**src/hdl/triggered_capture_scope_core_assert.svh**
```systemverilog
// Assertion macros shared by the capture scope RTL.
// The macros expect signals named clk and rst_n in the using module.
`ifndef TRIGGERED_CAPTURE_SCOPE_CORE_ASSERT_SVH
`define TRIGGERED_CAPTURE_SCOPE_CORE_ASSERT_SVH

// Same-cycle implication, checked outside reset.
`define TCS_ASSERT_IMPLY(lbl, ante, cons) \
    lbl: assert property (@(posedge clk) disable iff (!rst_n) (ante) |-> (cons)) \
        else $error("tcs assertion failed");

// Next-cycle implication, checked outside reset.
`define TCS_ASSERT_NEXT(lbl, ante, cons) \
    lbl: assert property (@(posedge clk) disable iff (!rst_n) (ante) |=> (cons)) \
        else $error("tcs assertion failed");

`endif

```
**src/hdl/tcs_pkg.sv**
```systemverilog
// Package for the triggered capture scope: widths, codes, masks and shared types.
// Used by every module of the block; depends on nothing.
package tcs_pkg;

    localparam int LANES = 8;
    localparam int LANE_W = $clog2(LANES);
    localparam int WORD_W = 16;
    localparam int ADDR_W = 12;
    localparam int CNT_W = 4;
    localparam logic [CNT_W-1:0] LANE_LIMIT = CNT_W'(LANES);
    localparam int PADDR_W = 5;
    localparam int PDATA_W = 32;

    localparam logic CMD_START = 1'b1;

    localparam logic [4:0] TRIG_ARM_BITS  = 5'h18;
    localparam logic [4:0] TRIG_KEEP_LOW  = 5'h0f;
    localparam logic [4:0] TRIG_KEEP_HIGH = 5'h17;
    localparam logic [4:0] TRIG_CLR_ABOVE = 5'h05;
    localparam logic [4:0] TRIG_CLR_BELOW = 5'h03;
    localparam logic [4:0] TRIG_CLR_EQUAL = 5'h06;

    typedef enum logic [2:0] {
        REG_TIME_SCALE,
        REG_TRIGGER_LEVEL,
        REG_TRIGGER_LANE,
        REG_CHANNEL_COUNT,
        REG_BUFFER_LAST,
        REG_TRIGGER_CONDITION,
        REG_PRETRIGGER_FRAMES,
        REG_POSTTRIGGER_FRAMES
    } reg_idx_t;

    typedef enum logic [1:0] {
        PHASE_PRE,
        PHASE_ARM,
        PHASE_POST
    } phase_t;

    typedef struct packed {
        logic [15:0]       time_scale;
        logic [15:0]       trigger_level;
        logic [2:0]        trigger_lane;
        logic [CNT_W-1:0]  channel_count;
        logic [ADDR_W-1:0] buffer_last;
        logic [4:0]        trigger_condition;
        logic [15:0]       pretrigger_frames;
        logic [15:0]       posttrigger_frames;
    } cfg_t;

    typedef struct packed {
        logic [ADDR_W-1:0]            base;
        logic [LANE_W-1:0]            last_idx;
        phase_t                       phase;
        logic [LANES-1:0][WORD_W-1:0] words;
    } frame_t;

endpackage

```
**src/hdl/tcs_cfg.sv**
```systemverilog
// Configuration register file of the capture scope behind an APB-style port.
// Depends on tcs_pkg for the register map and the cfg_t bundle.
module tcs_cfg
(
    input  logic                         clk,
    input  logic                         rst_n,
    input  logic                         psel,
    input  logic                         penable,
    input  logic                         pwrite,
    input  logic [tcs_pkg::PADDR_W-1:0]  paddr,
    input  logic [tcs_pkg::PDATA_W-1:0]  pwdata,
    output logic [tcs_pkg::PDATA_W-1:0]  prdata,
    output logic                         pready,
    output tcs_pkg::cfg_t                cfg
);

    tcs_pkg::cfg_t    cfg_reg;
    tcs_pkg::reg_idx_t idx;
    logic             wr_en;

    assign pready = 1'b1;
    assign wr_en  = psel && penable && pwrite;
    assign idx    = tcs_pkg::reg_idx_t'(paddr[tcs_pkg::PADDR_W-1:2]);
    assign cfg    = cfg_reg;

    always_ff @(posedge clk or negedge rst_n)
    begin
        if (!rst_n)
        begin
            cfg_reg.time_scale         <= '0;
            cfg_reg.trigger_level      <= '0;
            cfg_reg.trigger_lane       <= '0;
            cfg_reg.channel_count      <= tcs_pkg::CNT_W'(1);
            cfg_reg.buffer_last        <= '1;
            cfg_reg.trigger_condition  <= '0;
            cfg_reg.pretrigger_frames  <= '0;
            cfg_reg.posttrigger_frames <= '0;
        end
        else if (wr_en)
        begin
            unique case (idx)
                tcs_pkg::REG_TIME_SCALE:         cfg_reg.time_scale <= pwdata[15:0];
                tcs_pkg::REG_TRIGGER_LEVEL:      cfg_reg.trigger_level <= pwdata[15:0];
                tcs_pkg::REG_TRIGGER_LANE:       cfg_reg.trigger_lane <= pwdata[2:0];
                tcs_pkg::REG_CHANNEL_COUNT:      cfg_reg.channel_count <= pwdata[3:0];
                tcs_pkg::REG_BUFFER_LAST:        cfg_reg.buffer_last <= pwdata[11:0];
                tcs_pkg::REG_TRIGGER_CONDITION:  cfg_reg.trigger_condition <= pwdata[4:0];
                tcs_pkg::REG_PRETRIGGER_FRAMES:  cfg_reg.pretrigger_frames <= pwdata[15:0];
                tcs_pkg::REG_POSTTRIGGER_FRAMES: cfg_reg.posttrigger_frames <= pwdata[15:0];
                default:                         cfg_reg <= cfg_reg;
            endcase
        end
    end

    always_comb
    begin
        unique case (idx)
            tcs_pkg::REG_TIME_SCALE:         prdata = {16'd0, cfg_reg.time_scale};
            tcs_pkg::REG_TRIGGER_LEVEL:      prdata = {16'd0, cfg_reg.trigger_level};
            tcs_pkg::REG_TRIGGER_LANE:       prdata = {29'd0, cfg_reg.trigger_lane};
            tcs_pkg::REG_CHANNEL_COUNT:      prdata = {28'd0, cfg_reg.channel_count};
            tcs_pkg::REG_BUFFER_LAST:        prdata = {20'd0, cfg_reg.buffer_last};
            tcs_pkg::REG_TRIGGER_CONDITION:  prdata = {27'd0, cfg_reg.trigger_condition};
            tcs_pkg::REG_PRETRIGGER_FRAMES:  prdata = {16'd0, cfg_reg.pretrigger_frames};
            tcs_pkg::REG_POSTTRIGGER_FRAMES: prdata = {16'd0, cfg_reg.posttrigger_frames};
            default:                         prdata = '0;
        endcase
    end

endmodule

```
**src/hdl/tcs_front.sv**
```systemverilog
// Front end of the capture scope: capture sequencing, decimation, trigger and ring pointer.
// Turns each accepted request into at most one frame descriptor; depends on tcs_pkg.
module tcs_front
(
    input  logic                                          clk,
    input  logic                                          rst_n,
    input  tcs_pkg::cfg_t                                 cfg,
    input  logic                                          take,
    input  logic                                          cmd,
    input  logic [tcs_pkg::LANES-1:0][tcs_pkg::WORD_W-1:0] words,
    output logic                                          frame_push,
    output tcs_pkg::frame_t                               frame
);

    logic [tcs_pkg::ADDR_W-1:0] ptr_reg, ptr_next;
    logic [15:0]                div_reg, div_next;
    logic [15:0]                pre_reg, pre_next;
    logic [15:0]                post_reg, post_next;
    logic [4:0]                 status_reg, status_next;

    logic [tcs_pkg::WORD_W-1:0] lane_val;
    logic signed [16:0]         diff;
    logic                       d_pos;
    logic                       d_neg;
    logic [4:0]                 trig_new;
    logic [tcs_pkg::CNT_W-1:0]  n_words;
    logic [tcs_pkg::ADDR_W:0]   ptr_sum;
    logic [tcs_pkg::ADDR_W-1:0] ptr_wrap;
    logic                       fire;
    tcs_pkg::phase_t            phase;

    assign lane_val = words[cfg.trigger_lane];
    assign diff     = signed'({lane_val[15], lane_val})
                    - signed'({cfg.trigger_level[15], cfg.trigger_level});
    assign d_neg    = diff[16];
    assign d_pos    = !diff[16] && (diff != 17'sd0);

    always_comb
    begin
        trig_new = status_reg;
        if ((status_reg & tcs_pkg::TRIG_ARM_BITS) != 5'd0)
        begin
            if (d_pos)
            begin
                trig_new = status_reg & tcs_pkg::TRIG_KEEP_LOW;
            end
            if (d_neg)
            begin
                trig_new = status_reg & tcs_pkg::TRIG_KEEP_HIGH;
            end
        end
        else if (d_pos)
        begin
            trig_new = status_reg & tcs_pkg::TRIG_CLR_ABOVE;
        end
        else if (d_neg)
        begin
            trig_new = status_reg & tcs_pkg::TRIG_CLR_BELOW;
        end
        else
        begin
            trig_new = status_reg & tcs_pkg::TRIG_CLR_EQUAL;
        end
    end

    assign n_words  = (cfg.channel_count > tcs_pkg::LANE_LIMIT) ? tcs_pkg::LANE_LIMIT
                                                                : cfg.channel_count;
    assign ptr_sum  = {1'b0, ptr_reg} + {{(tcs_pkg::ADDR_W + 1 - tcs_pkg::CNT_W){1'b0}}, n_words};
    assign ptr_wrap = (ptr_sum > {1'b0, cfg.buffer_last}) ? '0
                                                          : ptr_sum[tcs_pkg::ADDR_W-1:0];

    always_comb
    begin
        ptr_next    = ptr_reg;
        div_next    = div_reg;
        pre_next    = pre_reg;
        post_next   = post_reg;
        status_next = status_reg;
        fire        = 1'b0;
        phase       = tcs_pkg::PHASE_PRE;
        frame_push  = 1'b0;
        if (take)
        begin
            if (cmd == tcs_pkg::CMD_START)
            begin
                pre_next    = cfg.pretrigger_frames;
                post_next   = cfg.posttrigger_frames;
                status_next = cfg.trigger_condition;
                div_next    = '0;
            end
            else if (post_reg != 16'd0)
            begin
                fire     = (div_reg == 16'd0);
                div_next = fire ? cfg.time_scale : div_reg - 16'd1;
                priority if (pre_reg != 16'd0)
                begin
                    phase = tcs_pkg::PHASE_PRE;
                    if (fire)
                    begin
                        pre_next = pre_reg - 16'd1;
                    end
                end
                else if (status_reg != 5'd0)
                begin
                    phase       = tcs_pkg::PHASE_ARM;
                    status_next = trig_new;
                end
                else
                begin
                    phase = tcs_pkg::PHASE_POST;
                    if (fire)
                    begin
                        post_next = post_reg - 16'd1;
                    end
                end
                if (fire)
                begin
                    ptr_next   = ptr_wrap;
                    frame_push = (n_words != '0);
                end
            end
        end
    end

    always_comb
    begin
        frame.base     = ptr_reg;
        frame.last_idx = tcs_pkg::LANE_W'(n_words - tcs_pkg::CNT_W'(1));
        frame.phase    = phase;
        frame.words    = words;
    end

    always_ff @(posedge clk or negedge rst_n)
    begin
        if (!rst_n)
        begin
            ptr_reg    <= '0;
            div_reg    <= '0;
            pre_reg    <= '0;
            post_reg   <= '0;
            status_reg <= '0;
        end
        else
        begin
            ptr_reg    <= ptr_next;
            div_reg    <= div_next;
            pre_reg    <= pre_next;
            post_reg   <= post_next;
            status_reg <= status_next;
        end
    end

endmodule

```
**src/hdl/tcs_fifo.sv**
```systemverilog
// Two-entry frame queue between the front end and the write sequencer.
// Holds tcs_pkg::frame_t descriptors; depends on tcs_pkg.
module tcs_fifo
(
    input  logic            clk,
    input  logic            rst_n,
    input  logic            push,
    input  tcs_pkg::frame_t din,
    input  logic            pop,
    output tcs_pkg::frame_t dout,
    output logic            valid,
    output logic            full
);

    tcs_pkg::frame_t mem [2];
    logic            wr_ptr_reg;
    logic            rd_ptr_reg;
    logic [1:0]      count_reg;

    assign dout  = mem[rd_ptr_reg];
    assign valid = (count_reg != 2'd0);
    assign full  = (count_reg == 2'd2);

    always_ff @(posedge clk)
    begin
        if (push)
        begin
            mem[wr_ptr_reg] <= din;
        end
    end

    always_ff @(posedge clk or negedge rst_n)
    begin
        if (!rst_n)
        begin
            wr_ptr_reg <= 1'b0;
            rd_ptr_reg <= 1'b0;
            count_reg  <= 2'd0;
        end
        else
        begin
            if (push)
            begin
                wr_ptr_reg <= !wr_ptr_reg;
            end
            if (pop)
            begin
                rd_ptr_reg <= !rd_ptr_reg;
            end
            unique case ({push, pop})
                2'b10:   count_reg <= count_reg + 2'd1;
                2'b01:   count_reg <= count_reg - 2'd1;
                default: count_reg <= count_reg;
            endcase
        end
    end

endmodule

```
**src/hdl/tcs_back.sv**
```systemverilog
// Write sequencer of the capture scope: emits one memory write request per cycle while pop is held.
// Takes frames from tcs_fifo into an output register; depends on tcs_pkg and the assert macros.
`include "triggered_capture_scope_core_assert.svh"

module tcs_back
(
    input  logic                        clk,
    input  logic                        rst_n,
    input  logic                        fifo_valid,
    input  tcs_pkg::frame_t             fifo_dout,
    output logic                        fifo_pop,
    input  logic                        pop,
    output logic                        empty,
    output logic [tcs_pkg::ADDR_W-1:0]  write_addr,
    output logic [tcs_pkg::WORD_W-1:0]  write_data,
    output logic                        last,
    output logic [1:0]                  phase
);

    tcs_pkg::frame_t            frame_reg;
    logic                       busy_reg;
    logic [tcs_pkg::LANE_W-1:0] k_reg;
    logic                       out_valid_reg;
    logic [tcs_pkg::ADDR_W-1:0] addr_reg;
    logic [tcs_pkg::WORD_W-1:0] data_reg;
    logic                       last_reg;
    tcs_pkg::phase_t            phase_reg;

    logic emit;
    logic done;
    logic take;

    assign emit     = busy_reg && (!out_valid_reg || pop);
    assign done     = emit && (k_reg == frame_reg.last_idx);
    assign take     = fifo_valid && (!busy_reg || done);
    assign fifo_pop = take;

    assign empty      = !out_valid_reg;
    assign write_addr = addr_reg;
    assign write_data = data_reg;
    assign last       = last_reg;
    assign phase      = phase_reg;

    always_ff @(posedge clk or negedge rst_n)
    begin
        if (!rst_n)
        begin
            busy_reg      <= 1'b0;
            k_reg         <= '0;
            out_valid_reg <= 1'b0;
        end
        else
        begin
            if (take)
            begin
                busy_reg <= 1'b1;
                k_reg    <= '0;
            end
            else if (done)
            begin
                busy_reg <= 1'b0;
                k_reg    <= '0;
            end
            else if (emit)
            begin
                k_reg <= k_reg + tcs_pkg::LANE_W'(1);
            end
            if (emit)
            begin
                out_valid_reg <= 1'b1;
            end
            else if (pop)
            begin
                out_valid_reg <= 1'b0;
            end
        end
    end

    always_ff @(posedge clk)
    begin
        if (take)
        begin
            frame_reg <= fifo_dout;
        end
        if (emit)
        begin
            addr_reg  <= frame_reg.base
                       + {{(tcs_pkg::ADDR_W - tcs_pkg::LANE_W){1'b0}}, k_reg};
            data_reg  <= frame_reg.words[k_reg];
            last_reg  <= (k_reg == frame_reg.last_idx);
            phase_reg <= frame_reg.phase;
        end
    end

    `TCS_ASSERT_NEXT(a_busy_kept, busy_reg && !emit, busy_reg)
    `TCS_ASSERT_NEXT(a_done_idle, done && !take, !busy_reg)
    `TCS_ASSERT_IMPLY(a_index_in_frame, busy_reg, k_reg <= frame_reg.last_idx)
    `TCS_ASSERT_IMPLY(a_phase_code, out_valid_reg, phase_reg != 2'd3)

endmodule

```
**src/hdl/triggered_capture_scope_core.sv**
```systemverilog
// Channel  | Handshake                          | Payload
// input    | push / full                        | cmd, word0 .. word7
// result   | pop / empty                        | write_addr, write_data, last, phase
// config   | psel, penable, pwrite / pready     | paddr, pwdata, prdata
//
// A tick is classified in the cycle it is accepted; a recorded frame of n words
// then leaves as n write requests from the write sequencer, one per cycle while pop
// is held. The two-entry frame queue lets new ticks enter while earlier frames
// are still being written; full rises only when it is full.
// rst_n clears all sequencing state and restores register defaults; no clearing pass.
// Top level of the triggered capture scope; depends on tcs_pkg and all tcs_* modules.
module triggered_capture_scope_core
(
    input  logic                         clk,
    input  logic                         rst_n,
    input  logic                         push,
    output logic                         full,
    input  logic                         cmd,
    input  logic [15:0]                  word0,
    input  logic [15:0]                  word1,
    input  logic [15:0]                  word2,
    input  logic [15:0]                  word3,
    input  logic [15:0]                  word4,
    input  logic [15:0]                  word5,
    input  logic [15:0]                  word6,
    input  logic [15:0]                  word7,
    output logic                         empty,
    input  logic                         pop,
    output logic [11:0]                  write_addr,
    output logic [15:0]                  write_data,
    output logic                         last,
    output logic [1:0]                   phase,
    input  logic                         psel,
    input  logic                         penable,
    input  logic                         pwrite,
    input  logic [tcs_pkg::PADDR_W-1:0]  paddr,
    input  logic [tcs_pkg::PDATA_W-1:0]  pwdata,
    output logic [tcs_pkg::PDATA_W-1:0]  prdata,
    output logic                         pready
);

    tcs_pkg::cfg_t                                 cfg;
    tcs_pkg::frame_t                               frame;
    tcs_pkg::frame_t                               fifo_dout;
    logic [tcs_pkg::LANES-1:0][tcs_pkg::WORD_W-1:0] words;
    logic                                          take;
    logic                                          frame_push;
    logic                                          fifo_valid;
    logic                                          fifo_pop;

    assign words = {word7, word6, word5, word4, word3, word2, word1, word0};
    assign take  = push && !full;

    tcs_cfg u_cfg
    (
        .clk     (clk),
        .rst_n   (rst_n),
        .psel    (psel),
        .penable (penable),
        .pwrite  (pwrite),
        .paddr   (paddr),
        .pwdata  (pwdata),
        .prdata  (prdata),
        .pready  (pready),
        .cfg     (cfg)
    );

    tcs_front u_front
    (
        .clk        (clk),
        .rst_n      (rst_n),
        .cfg        (cfg),
        .take       (take),
        .cmd        (cmd),
        .words      (words),
        .frame_push (frame_push),
        .frame      (frame)
    );

    tcs_fifo u_fifo
    (
        .clk   (clk),
        .rst_n (rst_n),
        .push  (frame_push),
        .din   (frame),
        .pop   (fifo_pop),
        .dout  (fifo_dout),
        .valid (fifo_valid),
        .full  (full)
    );

    tcs_back u_back
    (
        .clk        (clk),
        .rst_n      (rst_n),
        .fifo_valid (fifo_valid),
        .fifo_dout  (fifo_dout),
        .fifo_pop   (fifo_pop),
        .pop        (pop),
        .empty      (empty),
        .write_addr (write_addr),
        .write_data (write_data),
        .last       (last),
        .phase      (phase)
    );

endmodule

```
**config.mk**
```make
export PLATFORM = sky130hd
export DESIGN_NAME = triggered_capture_scope_core
export DESIGN_NICKNAME = d
export VERILOG_FILES = /design/src/hdl/tcs_pkg.sv /design/src/hdl/tcs_cfg.sv /design/src/hdl/tcs_front.sv /design/src/hdl/tcs_fifo.sv /design/src/hdl/tcs_back.sv /design/src/hdl/triggered_capture_scope_core.sv
export VERILOG_INCLUDE_DIRS = /design/src /design/src/hdl
export SDC_FILE = /design/constraint.sdc
export NUM_CORES = 1
export LEC_CHECK = 0
export BUFFER_PORTS_ARGS = -buffer_cell sky130_fd_sc_hd__buf_2
export CORE_ASPECT_RATIO = 1.2
export CORE_MARGIN = 8
export CORE_UTILIZATION = 40
export CTS_CLUSTER_SIZE = 25
export DETAILED_ROUTE_END_ITERATION = 8
export MAX_ROUTING_LAYER = met4
export PLACE_DENSITY = 0.57
export SYNTH_ARGS = -nofsm -noshare
export SYNTH_HDL_FRONTEND = slang
export SYNTH_SLANG_ARGS = --single-unit
```
**constraint.sdc**
```tcl
create_clock -name clk -period 23.5 [get_ports clk]
set_input_delay 2.35 -clock clk [delete_from_list [all_inputs] [get_ports clk]]
set_output_delay 2.35 -clock clk [all_outputs]
set_load 0.05 [all_outputs]
```
[Word level (Yosys, flattened, before mapping)]
Memory sizes are Yosys's and may differ from the RTL's. A register that Yosys moved wholly into a read port is not among the register bits.
Cells that the tools add are included.
Storage, ports and cells
  bits in writable memories: 290
  memories kept: 1
  register bits after elaboration: 193
  word-level logic and storage cells: 160
  output and inout bits: 66
Memory list
  u_fifo.mem: depth 2, width 145, rd ports 1, clocked after memory_dff 1, write ports 1, line tcs_fifo.sv:15  | tcs_pkg::frame_t mem [2];
Operators by class
  mux-type cells: 47
  equal/unequal tests: 19
  bitwise operators: 1
  order comparisons: 4
  add/sub/neg operators: 10
  reduce and logical (&&, ||, !) cells: 51
Operators with widths (number)
  $pmux 32 s8: 1
  $mux 16: 14
  $bmux 16 s3: 2
  $sub 16x1->16 const B: 3
  $mux 5: 7
  $reduce_bool 16->1: 2
  $reduce_bool 2->1: 10
  $reduce_and 2->1: 9
  $reduce_bool 17->1: 1
  $sub 16x16->17: 1
  $logic_not 16->1: 1
  $mux 3: 5
  $reduce_and 7->1: 2
  $add 12x4->13: 1
  $gt 13x12->1: 1
  $add 12x3->12: 1
  $eq 3x3->1 const B: 4
  $mux 12: 1
  $reduce_and 6->1: 2
  $mux 1: 10
  $mux 2: 5
  $ne 2x2->1 const B: 5
  $reduce_and 5->1: 2
  $reduce_bool 5->1: 2
  23 further kinds: 40

[Logic depth before layout (Yosys ltp)]
Gate-level depths: netlist of run 1.
  word-level depth: 12
  gate-level depth with buffers: 19
  mapped depth without buffers: 19

[Cells and area by module]
From an unflattened synthesis of run 1, not the netlist that was laid out.
Second synthesis, totals
  cells, all modules: 2011
  area, all modules: 29602.1 µm²
By module, submodules not included
  tcs_fifo: times used 1, cells an instance 467, seq. area each 8808.4 µm², area an instance 10732.8 µm²
  tcs_front: times used 1, cells an instance 900, seq. area each 1626.6 µm², area an instance 7594.8 µm²
  tcs_back: times used 1, cells an instance 304, seq. area each 5410.2 µm², area an instance 6946.7 µm²
  tcs_cfg: times used 1, cells an instance 339, seq. area each 2218.4 µm², area an instance 4314.1 µm²
  triggered_capture_scope_core: times used 1, cells an instance 1, seq. area each 0.0 µm², area an instance 13.8 µm²

[Worst setup path before layout of run 1]
Ideal clock, no wire load.
  kind: in2reg
  start: input pop
  end: register u_fifo.count_reg[1]
  data arrival time: 10.556 ns
  cell stages on the path: 7
  slack: 12.865 ns
  cells stage by stage: nand2b_1 > nand2_1 > o21ai_0 > nor2b_1 > ha_1 > nor2_1 > xor2_1
On the way
  cells in the longest elaborated chain, start to end: 7
RTL lines
  from (decl): line triggered_capture_scope_core.sv:28  | input logic pop,
  $logic_or 1x1->1 (*): line tcs_back.sv:33  | assign emit = busy_reg && (!out_valid_reg || pop);
  $logic_and 1x1->1 (*): line tcs_back.sv:33
  $logic_and 1x1->1 (*): line tcs_back.sv:34  | assign done = emit && (k_reg == frame_reg.last_idx);
  $logic_or 1x1->1 (*): line tcs_back.sv:35  | assign take = fifo_valid && (!busy_reg || done);
  $logic_and 1x1->1 (*): line tcs_back.sv:35
  via fifo_pop: line triggered_capture_scope_core.sv:49  | logic fifo_pop;
  $eq 2x1->1 or $eq 2x2->1 (tied branches): line tcs_fifo.sv:50  | unique case ({push, pop})
  $pmux 2 s2 or $reduce_bool 2->1 (tied branches)
  to (signal assigned): line tcs_fifo.sv:51  | 2'b10: count_reg <= count_reg + 2'd1;
  to (signal assigned): line tcs_fifo.sv:52  | 2'b01: count_reg <= count_reg - 2'd1;
  to (signal assigned): line tcs_fifo.sv:53  | default: count_reg <= count_reg;
  to (decl): line tcs_fifo.sv:18  | logic [1:0] count_reg;
Mark *: on every way through the listed nets, which the timed path passes. The rest lies on a longest branch.
A chain may end at the register's enable or synchronous reset.

[Worst setup path in the final report of run 1]
  start: input paddr[3] (netlist name)
  end: output prdata[2] (netlist name)
On the way
  cells in the longest elaborated chain, start to end: 2
RTL lines
  from (decl): line triggered_capture_scope_core.sv:36  | input logic [tcs_pkg::PADDR_W-1:0] paddr,
  $eq 3x3->1, or another cell as far along: line tcs_cfg.sv:57  | unique case (idx)
  $pmux 32 s8 (*): line tcs_cfg.sv:57
  to (decl): line triggered_capture_scope_core.sv:38  | output logic [tcs_pkg::PDATA_W-1:0] prdata,
Mark *: on every way between the ends. The rest lies on a longest branch, timed or not. The select of a mux whose other input is x is not followed.

==> summary.txt, run 1 <==
Floorplanning
  – Starting utilization of the core area: 0.405
  – Core outline area: between 60000 and 70000 um2
  – Top Ports: about 240
  – # rows: about 110
  – Die Height: 304 um
  – Floorplan die area: a little under 80000 um2
  – Die extent in x: between 200 and 300 um

Cells and area
  – Fillcell total: between 6000 and 7000
  – Final core area utilization: 0.465
  – Register Area: around 18000 um2
  – Number of flip-flops in the largest register: between 200 and 300
  – Proportion of layout cells with a drive suffix above 1: 0.298
  – Final standard cell count with taps included and fillers excluded: ~3100
  – Layout area overhead: 14.7%
  – Area of combinational cells with multiple inputs: roughly 9000 um2
  – Final Net Count: roughly 2300

Worst setup path
  – Element type at the critical path start: input pin
  – Crit path arrival time: around 4600 ps
  – Top delay family on crit path: buffers and inverters
  – Critical path's slowest cell: sky130_fd_sc_hd__buf_2
  – Critical R2R Launch: u_front.div_reg[0]$_DFFE_PN0P_
  – Required time at the endpoint of the critical path: 21150 ps
  – Crit Reg-Reg Endpoint: u_fifo.mem[0][92]$_DFFE_PP_
  – Buffer and inverter count on the worst path: 3
  – Delay of the slowest cell on the worst path: roughly 530 ps
  – Worst setup path category: input pin to output port
  – Highest fanout seen on the critical path: 32
  – Chain of cells forming the critical path: buf_2, inv_1, nor2_1, a22o_1, nand2_1, o21ai_0, o21ai_0, a21oi_1, buf_2
  – FF-to-FF setup slack: about 18000 ps
  – Endpoint kind of the worst setup timing path: output port
  – Worst reg2reg path depth: 11

Detailed routing
  – Via count: around 17000
  – Starting DRC count in detailed routing: 1288
  – Drt total wl: a little over 70 mm
  – Final routed wire length divided by cell count: between 20 and 25 um
  – Mean number of vias per cell: between 5 and 6
  – Post-detailed-route DRC marker count: 0
  – Detail Route Antenna Nets: 0
  – First-pass DRT Iterations: 5

Logic synthesis
  – Number of synthesis warnings: 0
  – Async set or reset register ratio after synthesis: 0.258
  – Post-Synthesis Cell Area: 27700 um2
  – Number of unique standard cell types used by synthesis: 75
  – Total of flip-flops plus latches after synthesis: between 600 and 700
  – Synth Instances: ~1900
  – Post-synth EDFFs: between 400 and 500
  – Part of the Yosys area used for sequential elements: 0.652
  – Syn Area/Cell: around 15 um2
  – Flip-flop cell with the highest count after synthesis: sky130_fd_sc_hd__edfxtp_1

STA
  – Finish-stage setup viols: 0
  – Final Max Tran Viols: 0
  – Hold violation count in the final report: 0
  – Final worst setup slack: between 15000 and 20000 ps
  – Top achievable clock speed: around 140 MHz
  – Headroom to the max-slew limit: 0.187
  – Pin slew with the least headroom to its limit: about 1200 ps
  – Unrepaired setup endpoints after global routing: false
  – TNS Setup: 0 ps
  – Tmin final: 6970 ps
  – Final worst path period share: 0.296
  – Worst clock skew on the final layout: approximately 30 ps

Global route
  – Number of antenna violations at the first check in global routing: 15
  – GRT Total Usage: 0.186
  – Remaining Overflow, GRT: 0
  – Vias in the first global route: 17200
  – Largest net degree at the start of global routing: approximately 100
  – First-pass GRT wire length: approximately 110 mm

Min path
  – Endpoint with the worst hold slack: u_back.phase[1]$_DFFE_PP_
  – Hold WC Path Type: flip-flop to flip-flop
  – Worst hold path stage count: 0
  – Hold path start: u_back.frame_reg[129]$_DFFE_PP_

Power and ir drop
  – Cell Pwr Density: 114 nW/um2
  – Leakage power: 11.8 nW
  – Maximum vdd ir drop: about 0.08 mV

Clock tree
  – Post-CTS Repair Setup Buffers: 0
  – Root Buffer Master: sky130_fd_sc_hd__clkbuf_16
  – Clock sink total: 628
  – Cts bufs inserted: between 60 and 70
  – Buffer levels on the longest clock path: 3
  – H-tree level count: 3
  – Resized cells post-CTS: 0
  – Post-CTS clock slew at the launch and capture registers of the worst setup and hold paths: 60 ps
  – Hold Buf Count CTS: 0
  – CTS tree: done
  – Clk_lat worst skew: slightly above 600 ps

Placed design
  – Routability congestion estimate from global placement: 0.873
  – Port buffer count: between 200 and 250
  – Worst slack at placement: roughly 17000 ps
  – Final HPWL DP: a little under 50 mm
  – Placed instance count: between 2000 and 3000

Job
  – Maximum capacitance violations: 0

Outcome
  – Status: completed
worst max path at each step:
| stage | startpoint | endpoint | slack [ps] | cells past startpoint |
|---|---|---|---|---|
| global placement | paddr[3] | prdata[2] | 16570 | 9 |
| global route | paddr[3] | prdata[2] | 16390 | 9 |
| finish | paddr[3] | prdata[2] | 16530 | 9 |
| CTS | paddr[3] | prdata[2] | 16570 | 9 |
| floorplan | pop | u_fifo.count_reg[1]$_DFFE_PN0P_ | 12860 | 7 |
| detailed placement | paddr[3] | prdata[2] | 16590 | 9 |
kinds of logic after synthesis:
family                     after synthesis  share of synthesized area
other                                    2                   0.000271
and+or+nand+nor                        399                     0.0682
buffers and inverters                  168                     0.0259
AOI/OAI and AO/OA                      320                     0.0688
DFF                                    628                      0.652
adders and majority gates               44                     0.0207
xor gates and xnor gates                32                     0.0101
muxes                                  319                      0.155
cell usage in the layout (no fill, tap or decap), drive strengths merged, types with 22 or more instances in the layout:
cell	instances
a21oi	72
a22oi	23
buf	225
clkbuf	91
clkinv	22
dfrtp	149
edfxtp	466
ha	41
inv	70
mux2	222
mux2i	32
mux4	65
nand2	152
nand3	33
nor2	80
nor3	35
o21ai	142
xnor2	22
per-layer routing:
layer	part of all wire	GRT usage	vias to the layer above
met3	0.065	0.0385	109
met4	0.028	0.0588	0
li1	-	-	7646
met2	0.49	0.304	570
met5	0	-	-
met1	0.41	0.232	8596
cell usage after synthesis, drive strengths merged (8+ instances only):
| cell | number | area (um2) |
|---|---|---|
| edfxtp | 466 | 14000 |
| mux2 | 222 | 2500 |
| nand2 | 152 | 571 |
| dfrtp | 149 | 3730 |
| o21ai | 142 | 711 |
| nor2 | 80 | 303 |
| a21oi | 72 | 360 |
| mux4 | 65 | 1460 |
| clkbuf | 64 | 241 |
| inv | 63 | 236 |
| ha | 41 | 513 |
| buf | 40 | 235 |
| nor3 | 35 | 175 |
| nand3 | 33 | 165 |
| mux2i | 32 | 320 |
| a22oi | 23 | 173 |
| xnor2 | 22 | 193 |
| nand2b | 16 | 103 |
| or3 | 14 | 87.6 |
| dfstp | 13 | 342 |
| a21o | 12 | 91.3 |
| nand4 | 12 | 75.1 |
| nor4 | 11 | 83.8 |
| nor2b | 10 | 62.6 |
| xor2 | 10 | 87.6 |
| o2bb2ai | 8 | 70.1 |
worst register-to-register path, delay by kind of cell (launching register included):
| family | cells | cell delay, ps |
|---|---|---|
| DFF | 1 | 400 |
| AOI/OAI and AO/OA | 1 | 470 |
| adders and majority gates | 1 | 170 |
| and+or+nand+nor | 6 | 2340 |
| buffers and inverters | 3 | 1470 |
per-stage QoR:
stage | hold slack (ps) | power (mW) | area [um2]
2_1_floorplan | 400 | 2.31 | 27800
3_3_place_gp | 406 | 2.61 | 29700
3_5_place_dp | 421 | 2.63 | 29700
4_1_cts | 429 | 3.66 | 31800
5_1_grt | 439 | 3.80 | 31800
6_report | 435 | 3.62 | 31800
area by class of cell:
cell class	instances	area share
antenna	11	0.000866
clock buffer	91	0.0587
clock inverter	29	0.00752
inverter	64	0.00755
multi-input combinational	1131	0.284
sequential	628	0.568
tap	909	0.0358
timing repair buffer	225	0.0373
power breakdown:
group / internal, mW / switching [mW] / total (mW) / leakage [nW]
sequential: 1.41 / 0.119 / 1.53 / 6.21
clock: 0.576 / 0.446 / 1.02 / 1.04
combinational: 0.421 / 0.644 / 1.06 / 4.51
Note: power is estimated with default switching activity, not from simulation.
==> inputs of run 2 (changes only) <==
--- a/config.mk
+++ b/config.mk
@@ -6,6 +6,7 @@
 export SDC_FILE = /design/constraint.sdc
 export NUM_CORES = 1
 export LEC_CHECK = 0
+export ABC_AREA = 1
 export BUFFER_PORTS_ARGS = -buffer_cell sky130_fd_sc_hd__buf_2
 export CORE_ASPECT_RATIO = 1.2
 export CORE_MARGIN = 8
@@ -13,7 +14,7 @@
 export CTS_CLUSTER_SIZE = 25
 export DETAILED_ROUTE_END_ITERATION = 8
 export MAX_ROUTING_LAYER = met4
-export PLACE_DENSITY = 0.57
+export PLACE_DENSITY = 0.59
 export SYNTH_ARGS = -nofsm -noshare
 export SYNTH_HDL_FRONTEND = slang
 export SYNTH_SLANG_ARGS = --single-unit
==> constraint.sdc (replaced) <==
create_clock -name clk -period 6.2 [get_ports clk]
set_input_delay 0.62 -clock clk [delete_from_list [all_inputs] [get_ports clk]]
set_output_delay 0.62 -clock clk [all_outputs]
set_load 0.05 [all_outputs]
==> summary.txt, run 2 <==
Cells and area
  – Layout area overhead: 15.3%
  – Final core area utilization: 0.466
  – Final standard cell count with taps included and fillers excluded: approximately 4000
  – Register Area: 18100 um2
  – Number of flip-flops in the largest register: between 200 and 300
  – Area of combinational cells with multiple inputs: 8780 um2
  – Area of all placed cells without fillers: ~33000 um2
  – Proportion of layout cells with a drive suffix above 1: 0.123
  – Most frequent cells in the layout: sky130_fd_sc_hd__nand2_1 (813), sky130_fd_sc_hd__edfxtp_1 (466), sky130_fd_sc_hd__nor2_1 (335), sky130_fd_sc_hd__o21ai_0 (284), sky130_fd_sc_hd__inv_1 (225)
  – Final Net Count: about 3200
  – Most frequent standard cell in the layout excluding fill and tap cells: sky130_fd_sc_hd__nand2_1
  – Fillcell total: between 6000 and 7000

Worst setup path
  – Element type at the critical path start: flip-flop
  – Endpoint kind of the worst setup timing path: flip-flop
  – Crit path arrival time: around 4700 ps
  – Highest fanout seen on the critical path: 49
  – Chain of cells forming the critical path: inv_1, ha_1, inv_1, nor2_2, nand2_2, nor2_1, nand4_1, nor2_2, nand2_2, o21ai_4, nor2_1, nand3_4, inv_2, nand2_2, nor2_4, buf_12
  – Required time at the endpoint of the critical path: 6460 ps
  – Delay of the slowest cell on the worst path: roughly 800 ps
  – Buffer and inverter count on the worst path: 4
  – Critical path's slowest cell: sky130_fd_sc_hd__nor2_4
  – Most common cell type on the critical path: sky130_fd_sc_hd__nand2_2
  – Top delay family on crit path: simple AND/OR/NAND/NOR gates
  – Worst setup path category: flip-flop to flip-flop

Clock tree
  – Cts bufs inserted: 68
  – Post-CTS clock slew at the launch and capture registers of the worst setup and hold paths: around 60 ps
  – Post-CTS Repair Setup Buffers: 0
  – Clock sink total: 628
  – Root Buffer Master: sky130_fd_sc_hd__clkbuf_16
  – CTS tree: done
  – H-tree level count: 3
  – Resized cells post-CTS: 0
  – Buffer levels on the longest clock path: 3
  – Clk_lat worst skew: slightly above 600 ps
  – Hold Buf Count CTS: 0

Power and ir drop
  – Switching share of power: 0.375
  – Maximum vdd ir drop: slightly above 0.3 mV
  – Power dissipated by switching net loads: between 5 and 6 mW
  – Power Internal: 9.47 mW
  – Part of the total power dissipated in sequential elements: 0.411
  – Total power of the final layout: 15.2 mW
  – Combinational share of power: 0.312
  – Leakage power: ~14 nW
  – Proportion of power drawn by the clock network: 0.277
  – Cell Pwr Density: around 470 nW/um2

Floorplanning
  – # rows: ~110
  – Floorplan die area: approximately 79000 um2
  – Starting utilization of the core area: 0.404
  – Top Ports: around 240
  – Core outline area: between 60000 and 70000 um2
  – Die Height: approximately 310 um
  – Die extent in x: between 200 and 300 um

Job
  – Maximum capacitance violations: 0

STA
  – TNS Setup: 0 ps
  – Tmin final: ~4400 ps
  – Worst clock skew on the final layout: approximately 27 ps
  – Final Max Tran Viols: 0
  – Headroom to the max-slew limit: 0.146
  – Unrepaired setup endpoints after global routing: false
  – Final worst path period share: 0.712
  – Hold violation count in the final report: 0
  – Min Hold Slack: ~100 ps
  – Pin slew with the least headroom to its limit: roughly 1300 ps
  – Top achievable clock speed: approximately 230 MHz
  – Final worst setup slack: between 1500 and 2000 ps
  – Finish-stage setup viols: 0

Logic synthesis
  – Post-Synthesis Cell Area: 28200 um2
  – Syn Area/Cell: approximately 10 um2
  – Cell type contributing the most total cell area after synthesis: sky130_fd_sc_hd__edfxtp_1
  – Number of unique standard cell types used by synthesis: 48
  – Number of synthesis warnings: 0
  – Synth Instances: 2834
  – Async set or reset register ratio after synthesis: 0.258
  – Ranking of synthesized cells by instance count: sky130_fd_sc_hd__nand2_1 (813), sky130_fd_sc_hd__edfxtp_1 (466), sky130_fd_sc_hd__nor2_1 (336)
  – Total of flip-flops plus latches after synthesis: around 630
  – Part of the Yosys area used for sequential elements: 0.640
  – Post-synth EDFFs: approximately 470
  – Dominant cell by count in the synthesized netlist: sky130_fd_sc_hd__nand2_1
  – Cells taking the most area after synthesis: sky130_fd_sc_hd__edfxtp_1 (50%), sky130_fd_sc_hd__dfrtp_1 (13%), sky130_fd_sc_hd__nand2_1 (11%)
  – Top-area cell type share of the netlist area: 0.496
  – Flip-flop cell with the highest count after synthesis: sky130_fd_sc_hd__edfxtp_1

Detailed routing
  – Post-detailed-route DRC marker count: 0
  – Mean number of vias per cell: just over 5
  – Detail Route Antenna Nets: 0
  – First-pass DRT Iterations: 5
  – Final routed wire length divided by cell count: around 21 um
  – Drt total wl: just over 80 mm
  – Starting DRC count in detailed routing: between 1500 and 2000
  – Via count: 20800

Global route
  – GRT Total Usage: 0.209
  – Remaining Overflow, GRT: 0
  – Number of antenna violations at the first check in global routing: 15
  – First-pass GRT wire length: 124 mm
  – Largest net degree at the start of global routing: 88
  – Vias in the first global route: about 21000

Outcome
  – Status: completed

Placed design
  – Final HPWL DP: 56.7 mm
  – Port buffer count: a little over 200
  – Routability congestion estimate from global placement: between 0.9 and 1
  – Post-DP Area: 30200 um2
  – Placed instance count: between 3000 and 4000
  – Worst slack at placement: about 1800 ps

Min path
  – Hold WC Path Type: input pin to async pin
==> run 2: area by class of cell <==
| cell class | instances | share of cell area |
|---|---|---|
| Inverter | 233 | 0.0271 |
| Timing Repair Buffer | 232 | 0.0397 |
| Clock inverter | 33 | 0.0133 |
| Multi-Input combinational cell | 1856 | 0.270 |
| Antenna cell | 19 | 0.00146 |
| Tap cell | 918 | 0.0353 |
| Sequential cell | 628 | 0.556 |
| Clock buffer | 91 | 0.0578 |
==> run 2: per-layer routing <==
layer / vias to the layer above / part of all wire / global-route usage
met5: - / 0 / -
met4: 0 / 0.044 / 0.0946
met3: 164 / 0.062 / 0.0322
met2: 674 / 0.50 / 0.353
met1: 10000 / 0.40 / 0.247
li1: 9929 / - / -
==> run 2: final timing paths <==
check / start / endpoint / slack, ps / cells past startpoint
max: u_front.post_reg[0]$_DFFE_PN0P_ / u_fifo.mem[0][100]$_DFFE_PP_ / 1790 / 16
min: rst_n / u_front.pre_reg[8]$_DFFE_PN0P_ / 100 / 1
max reg2reg: u_front.post_reg[0]$_DFFE_PN0P_ / u_fifo.mem[0][100]$_DFFE_PP_ / 1790 / 16
min reg2reg: u_back.frame_reg[129]$_DFFE_PP_ / u_back.phase[1]$_DFFE_PP_ / 410 / 0
max in group asynchronous: rst_n / u_cfg.cfg[80]$_DFFE_PN0P_ / 4540 / 2
min in group clk: word6[9] / u_fifo.mem[1][105]$_DFFE_PP_ / 210 / 1
==> run 2: cell families (layout without fill, tap and decap cells) <==
group / after synthesis / after routing / synth area share
buffers and inverters: 365 / 589 / 0.0514
AOI/OAI and AO/OA: 475 / 475 / 0.0937
adders and majority gates: 44 / 44 / 0.0203
xor gates and xnor gates: 43 / 43 / 0.0133
other: 2 / 36 / 0.000266
DFF: 628 / 628 / 0.640
and+or+nand+nor: 1277 / 1277 / 0.181
==> run 2: power groups by stage <==
stage / sequential [mW] / clock (mW) / combinational [mW]
floorplan: 6.43 / 0 / 3.03
global placement: 6.28 / 0 / 4.67
detailed placement: 6.31 / 0 / 4.77
CTS: 6.23 / 4.28 / 4.79
global route: 6.32 / 4.44 / 5.29
finish: 6.23 / 4.21 / 4.73
